[src/sv/hrv_pkg.sv]
// Shared types, register codes and reset constants for the horizon row vote block.
// No dependencies; every other file but hrv_ram imports this package.
`timescale 1ns / 1ps
`default_nettype none

package hrv_pkg;

	localparam int ROW_COUNT_DEF  = 1024;
	localparam int COUNT_BITS_DEF = 16;

	localparam int ROW_W    = 10;
	localparam int WIN_W    = 6;
	localparam int WEIGHT_W = 16;
	localparam int SIZE_W   = 11;
	localparam int COORD_W  = 16;
	localparam int SCORE_W  = 32;
	localparam int CFG_W    = 16;
	localparam int IDX_W    = 3;
	// tap offsets reach +/-62, tap rows stay within -62..1085
	localparam int OFS_W    = WIN_W + 1;
	localparam int TAP_W    = ROW_W + 2;

	localparam logic MODE_POINT  = 1'b0;
	localparam logic MODE_FINISH = 1'b1;

	localparam logic [ROW_W-1:0]    FIRST_ROW_RST = 10'd26;
	localparam logic [ROW_W-1:0]    LAST_ROW_RST  = 10'd969;
	localparam logic [WIN_W-1:0]    OUTER_RST     = 6'd20;
	localparam logic [WIN_W-1:0]    INNER_RST     = 6'd10;
	localparam logic [WEIGHT_W-1:0] EXACT_RST     = 16'd1000;
	localparam logic [WEIGHT_W-1:0] NEAR_RST      = 16'd100;
	localparam logic [WEIGHT_W-1:0] FAR_RST       = 16'd40;
	localparam logic [SIZE_W-1:0]   SIZE_RST      = 11'd1000;

	typedef enum logic [IDX_W-1:0] {
		REG_FIRST_ROW = 3'd0,
		REG_LAST_ROW  = 3'd1,
		REG_OUTER     = 3'd2,
		REG_INNER     = 3'd3,
		REG_EXACT     = 3'd4,
		REG_NEAR      = 3'd5,
		REG_FAR       = 3'd6,
		REG_SIZE      = 3'd7
	} cfg_reg_t;

	typedef enum logic [2:0] {
		ST_CLEAR,
		ST_IDLE,
		ST_POINT,
		ST_SCAN,
		ST_DRAIN,
		ST_RESULT
	} state_t;

	typedef struct packed {
		logic                      mode;
		logic signed [COORD_W-1:0] point_x;
		logic signed [COORD_W-1:0] point_y;
	} in_item_t;

	typedef struct packed {
		logic [ROW_W-1:0]   best_row;
		logic [SIZE_W-1:0]  horizon_row;
		logic [SCORE_W-1:0] best_score;
	} out_item_t;

	typedef struct packed {
		logic [ROW_W-1:0]    first_row;
		logic [ROW_W-1:0]    last_row;
		logic [WIN_W-1:0]    outer_half_window;
		logic [WIN_W-1:0]    inner_half_window;
		logic [WEIGHT_W-1:0] exact_weight;
		logic [WEIGHT_W-1:0] near_weight;
		logic [WEIGHT_W-1:0] far_weight;
		logic [SIZE_W-1:0]   image_size;
	} cfg_t;

	// one window tap issued to the multiply-accumulate unit
	typedef struct packed {
		logic                valid;
		logic                last;   // final tap of its row
		logic                hit;    // tap row lies inside the store
		logic [WEIGHT_W-1:0] weight;
		logic [ROW_W-1:0]    row;
	} tap_t;

	typedef struct packed {
		logic               valid;
		logic [ROW_W-1:0]   row;
		logic [SCORE_W-1:0] score;
	} row_score_t;

endpackage

`default_nettype wire

[src/sv/hrv_mac.sv]
// Shared multiply-accumulate unit: weights one row count per cycle and sums a row's taps.
// Depends on hrv_pkg; count data arrives from hrv_ram in the cycle after the tap is issued.
`timescale 1ns / 1ps
`default_nettype none

module hrv_mac #(
	parameter int COUNT_BITS = hrv_pkg::COUNT_BITS_DEF
) (
	input  wire logic                  clk,
	input  wire logic                  arst_n,
	input  wire hrv_pkg::tap_t         tap,
	input  wire logic [COUNT_BITS-1:0] count,
	output hrv_pkg::row_score_t        row_score,
	output logic                       busy
);

	import hrv_pkg::*;

	localparam int PROD_W = COUNT_BITS + WEIGHT_W;
	localparam int SUM_W  = ((PROD_W > SCORE_W) ? PROD_W : SCORE_W) + 1;

	tap_t               tap_s1;
	logic               valid_s2;
	logic               last_s2;
	logic [ROW_W-1:0]   row_s2;
	logic [PROD_W-1:0]  prod_s2;
	logic [SCORE_W-1:0] acc_q;
	logic               score_valid_s3;
	logic [ROW_W-1:0]   score_row_s3;
	logic [SCORE_W-1:0] score_sum_s3;

	logic [SUM_W-1:0]   sum;
	logic [SCORE_W-1:0] sum_sat;

	always_comb begin
		sum     = SUM_W'(acc_q) + SUM_W'(prod_s2);
		sum_sat = (|sum[SUM_W-1:SCORE_W]) ? '1 : sum[SCORE_W-1:0];
	end

	always_ff @(posedge clk or negedge arst_n) begin
		if (!arst_n) begin
			tap_s1         <= '0;
			valid_s2       <= 1'b0;
			last_s2        <= 1'b0;
			acc_q          <= '0;
			score_valid_s3 <= 1'b0;
		end else begin
			tap_s1   <= tap;
			valid_s2 <= tap_s1.valid;
			last_s2  <= tap_s1.last;
			score_valid_s3 <= valid_s2 && last_s2;
			if (valid_s2) begin
				acc_q <= last_s2 ? '0 : sum_sat;
			end
		end
	end

	// taps outside the store contribute nothing
	always_ff @(posedge clk) begin
		row_s2  <= tap_s1.row;
		prod_s2 <= tap_s1.hit ? PROD_W'(count) * PROD_W'(tap_s1.weight) : '0;
		if (valid_s2 && last_s2) begin
			score_row_s3 <= row_s2;
			score_sum_s3 <= sum_sat;
		end
	end

	assign row_score = '{valid: score_valid_s3, row: score_row_s3, score: score_sum_s3};
	assign busy      = tap_s1.valid || valid_s2 || score_valid_s3;

endmodule

`default_nettype wire

[config.mk]
export PLATFORM = sky130hd
export DESIGN_NAME = hrv_mac
export DESIGN_NICKNAME = d
export VERILOG_FILES = /design/src/sv/hrv_pkg.sv /design/src/sv/hrv_mac.sv
export SDC_FILE = /design/constraint.sdc
export NUM_CORES = 1
export LEC_CHECK = 0
export BUFFER_PORTS_ARGS = -buffer_cell sky130_fd_sc_hd__buf_2
export CORE_MARGIN = 2
export CORE_UTILIZATION = 45
export DETAILED_ROUTE_END_ITERATION = 12
export SYNTH_ARGS = -nofsm -noshare
export SYNTH_HDL_FRONTEND = slang
export SYNTH_SLANG_ARGS = --single-unit
[constraint.sdc]
create_clock -name clk -period 7.22 [get_ports clk]
set_clock_uncertainty 0.1 [all_clocks]
set_input_delay 1.444 -clock clk [delete_from_list [all_inputs] [get_ports clk]]
set_output_delay 1.444 -clock clk [all_outputs]
set_load 0.02 [all_outputs]
==> Word-level counts from Yosys, hierarchy flattened <==
Cells that the tools add are included.
{ "op_classes": {"mux": 2, "n_addsub": 1, "n_reduce_logical": 3, "n_mul": 1} }
{ "op_table": {"columns": ["operator", "count"], "rows": [
  ["$mux 32", 2],
  ["$add 32x32->33", 1],
  ["$mul 16x16->32", 1],
  ["$logic_or 1x1->1", 2],
  ["$logic_and 1x1->1", 1]
]} }
{ "totals": {"wordCells": 20, "out_inout_bits": 44, "reg_bits": 148, "inputBits": 47} }

==> Longest topological paths before layout <==
{ "depth": {"ltp_word": 3, "mapped_depth": 23, "mapped_depth_nobuf": 22} }

==> Worst setup path before layout <==
Ideal clock, no wire load.
{ "synth_path": {"path_kind": "in2reg", "start": "input port count[7]", "end": "register prod_s2[28]", "arrival_time_ps": 6971, "t_required_ps": 7004, "path_slack_ps": 33, "stages": 23, "setup_time_ps": 116, "n_path_buf": 1, "cell_sequence": "clkbuf_1 nand2_1 fa_1 inv_1 fa_1 inv_1 fa_1 inv_1 fa_1 fa_1 inv_1 fa_1 inv_1 ha_1 a21o_1 a21o_1 a221oi_2 o21ai_1 a41o_2 a31oi_4 a21oi_1 or3_1 and3_1"} }
{ "synth_between": {"elab_chain_cells": 1} }
{ "synth_lines": {"columns": ["item", "line_no", "source"], "rows": [
  ["start, declared", "hrv_mac.sv:12", "input wire logic [COUNT_BITS-1:0] count,"],
  ["$mul 16x16->32", "hrv_mac.sv:61", "prod_s2 <= tap_s1.hit ? PROD_W'(count) * PROD_W'(tap_s1.weight) : '0;"],
  ["end signal, assigned", "hrv_mac.sv:61", null],
  ["end, declared", "hrv_mac.sv:26", "logic [PROD_W-1:0] prod_s2;"]
]} }
No other way between the ends.
A chain may end at the register's enable or synchronous reset.

==> Worst setup path after layout <==
{ "layout_path": {"start": "input port count[11]", "end": "register prod_s2[28]"} }
Same word-level chain as after synthesis.

==> flow_metrics.tcl <==
set metrics [dict create \
    layout_setup_ws_ns 0.418 \
    coreArea_um2 31700 \
    first_pass_iters 5 \
    first_global_vias 10700 \
    arrival_ns 7.05 \
    placed_cell_area_um2 15700 \
    clock.fmax_mhz 147 \
    startpoint_type "primary input" \
    setup_viol 0 \
    place.gp.congestion 0.882 \
    synth_async_sr_flop_share_pct 43.2 \
    synth_top_cell_area_share_pct 26.8 \
    pre_cts_ws_ns -0.0320 \
    relSlewSlack_pct 37.2 \
    clock_path_buffers 2 \
    grt_max_degree 65 \
    period_minus_slack_ns 6.80 \
    post_cts_resize_count 0 \
    p_leak_nw 8.18 \
    p_per_area_nw_per_um2 518 \
    synth_cell_types 74 \
    drive_gt1_share_pct 12.8 \
    cts_tree "yes" \
    ys_ff_latch 148 \
    portBuffers 90 \
    syn_area_um2 14600 \
    wl_per_cell_um 16.6 \
    rows 65 \
    path_max_fanout 5 \
    ys.flop_type "dfrtp_1" \
    rr_worst_depth 20 \
    root_buffer "clkbuf_16" \
    synthCells 1454 \
    ys_warn_count 0 \
    vdd_drop_max_mv 0.417 \
    min_period_over_period_pct 94.2 \
    fill_cells 2923 \
    area_growth_syn_to_layout_pct 11.5 \
    whs_ns 0.240 \
    ctsHoldBuffers 0 \
    die_x_um 184 \
    post-synth-top-count-cell "inv_1" \
    die_area_um2 33900 \
    drc 0 \
    track_usage_pct 20.8 \
    slew_violations 0 \
    grt-ovfl-total 0 \
    final_area_um2 16200 \
    htreeDepth 4 \
    grt_antenna_before_repair 0 \
    worstMarginPinSlew_ns 0.943 \
    syn_area_per_cell_um2 10.0 \
    clock_latency_ns 0.45 \
    maxCapViolations 0 \
    clock-sinks 148 \
    synth.area.top_cells "fa_1 27%, ha_1 12%, dfrtp_1 11%, edfxtp_1 8.7%, and2_1 6.3%" \
    cts_buffers 17 \
    routed_wl_um 32800 \
    yosys.area.top_type "fa_1" \
    vias_per_cell 5.13 \
    worstPathRequired_ns 7.47 \
    ant_nets 0 \
    synth_edf_count 42 \
    critical_path_class "primary input to register" \
    vias 10100 \
    hpwl_um 25800 \
    num_antenna_cells 0 \
    start_util_pct 46.0 \
    drtIter0Drc 665 \
    hold_class "register to register" \
    hold_viol_final 0 \
    io_pins 91 \
    regToRegSetupSlack_ns 0.77 \
    outcome "completed" \
    post-cts-setup-buffer-count 0 \
    seq_area_frac_synth_pct 25.4 \
    finalNetCount 1932 \
    rsz0062_at_grt "false" \
    hold_depth 0 \
    cp-end-kind "register" \
    grt_pass1_wl_um 55300 \
    power_mw 8.42 \
    syn_nets 1832 \
    ys_top_cells_by_count "238 x inv_1, 195 x fa_1, 181 x nand2_1" \
    clkTransAtPathRegs_ns 0.08 \
    fp.dieH_um 184 \
]
## layout make-up
class	instances	area, um^2	area share, %
sequential	148	3700	22.8
multi-input combinational	1015	9750	60.0
inverter	239	897	5.52
clock inverter	15	174	1.07
timing repair buffer	133	801	4.93
clock buffer	17	425	2.62
tap	402	503	3.10
## path summary, 6_finish.rpt
check,startpoint,end
worst min register to register,tap_s1[1],row_s2[1]
worst max-delay path,count[11],prod_s2[28]
min in group asynchronous,arst_n,tap_s1[25]
worst max register to register,tap_s1[12],prod_s2[28]
worst min-delay path,tap_s1[1],row_s2[1]
max in group asynchronous,arst_n,acc_q[3]
## critical path, stage by stage
cell and delay [ns]:
buf_2 0.13, and2_1 0.16, fa_1 0.54, inv_1 0.05
fa_1 0.48, inv_1 0.05, fa_1 0.48, fa_1 0.51
fa_1 0.49, inv_1 0.05, fa_1 0.48, inv_1 0.04
ha_1 0.30, a21o_1 0.20, a21o_1 0.20, a221oi_2 0.35
o21ai_1 0.12, a41o_2 0.28, a31oi_4 0.14, a21oi_1 0.09
or3_1 0.30, and3_1 0.16
## flip-flops by register name, summed over array words and instances (netlist names)
name	cells
score_row_s3	10
tap_s1	29
score_valid_s3	1
acc_q	32
prod_s2	32
last_s2	1
row_s2	10
valid_s2	1
score_sum_s3	32
## report_power, final
part           switching, mW  internal [mW]  total, mW
Sequential             0.120           1.16       1.28
Clock                  0.390          0.520      0.909
Combinational           3.32           2.91       6.23
Total                   3.83           4.59       8.42
## layer usage
| metal | routed length (um) | GRT usage [%] |
|---|---|---|
| met4 | 517 | 5.18 |
| met2 | 14500 | 32.6 |
| met5 | 0 | 0 |
| met3 | 1590 | 3.31 |
| met1 | 16200 | 30.2 |
## logic make-up (layout without fill, tap and decap cells)
logic type	count (synthesis)	after routing	share of synthesized area, %
xor gates and xnor gates	48	48	2.88
buffers and inverters	291	404	7.75
adders and majority gates	331	331	38.4
and+or+nand+nor	423	423	15.0
muxes	4	4	0.283
DFF	148	148	25.4
AOI/OAI and AO/OA	209	209	10.2
## cells in the final DEF, fill, tap and decap left out, drive strengths merged, types with 26 or more instances in the layout
cell type and count:
a21o 29, a21oi 58, a22o 26, and2 146
buf 133, dfrtp 64, dfxtp 42, edfxtp 42
fa 195, ha 136, inv 244, nand2 191
o21ai 37, xnor2 30
## metrics by stage
stage          util, %  setup TNS [ns]  cells
2_1_floorplan        -               0   1454
3_3_place_gp      49.3               0   1937
3_5_place_dp      49.3         -0.0337   1937
4_1_cts           51.2               0   1969
5_1_grt           51.2               0   1969
6_report          51.2               0   1969
Note: power is estimated with default switching activity, not from simulation.
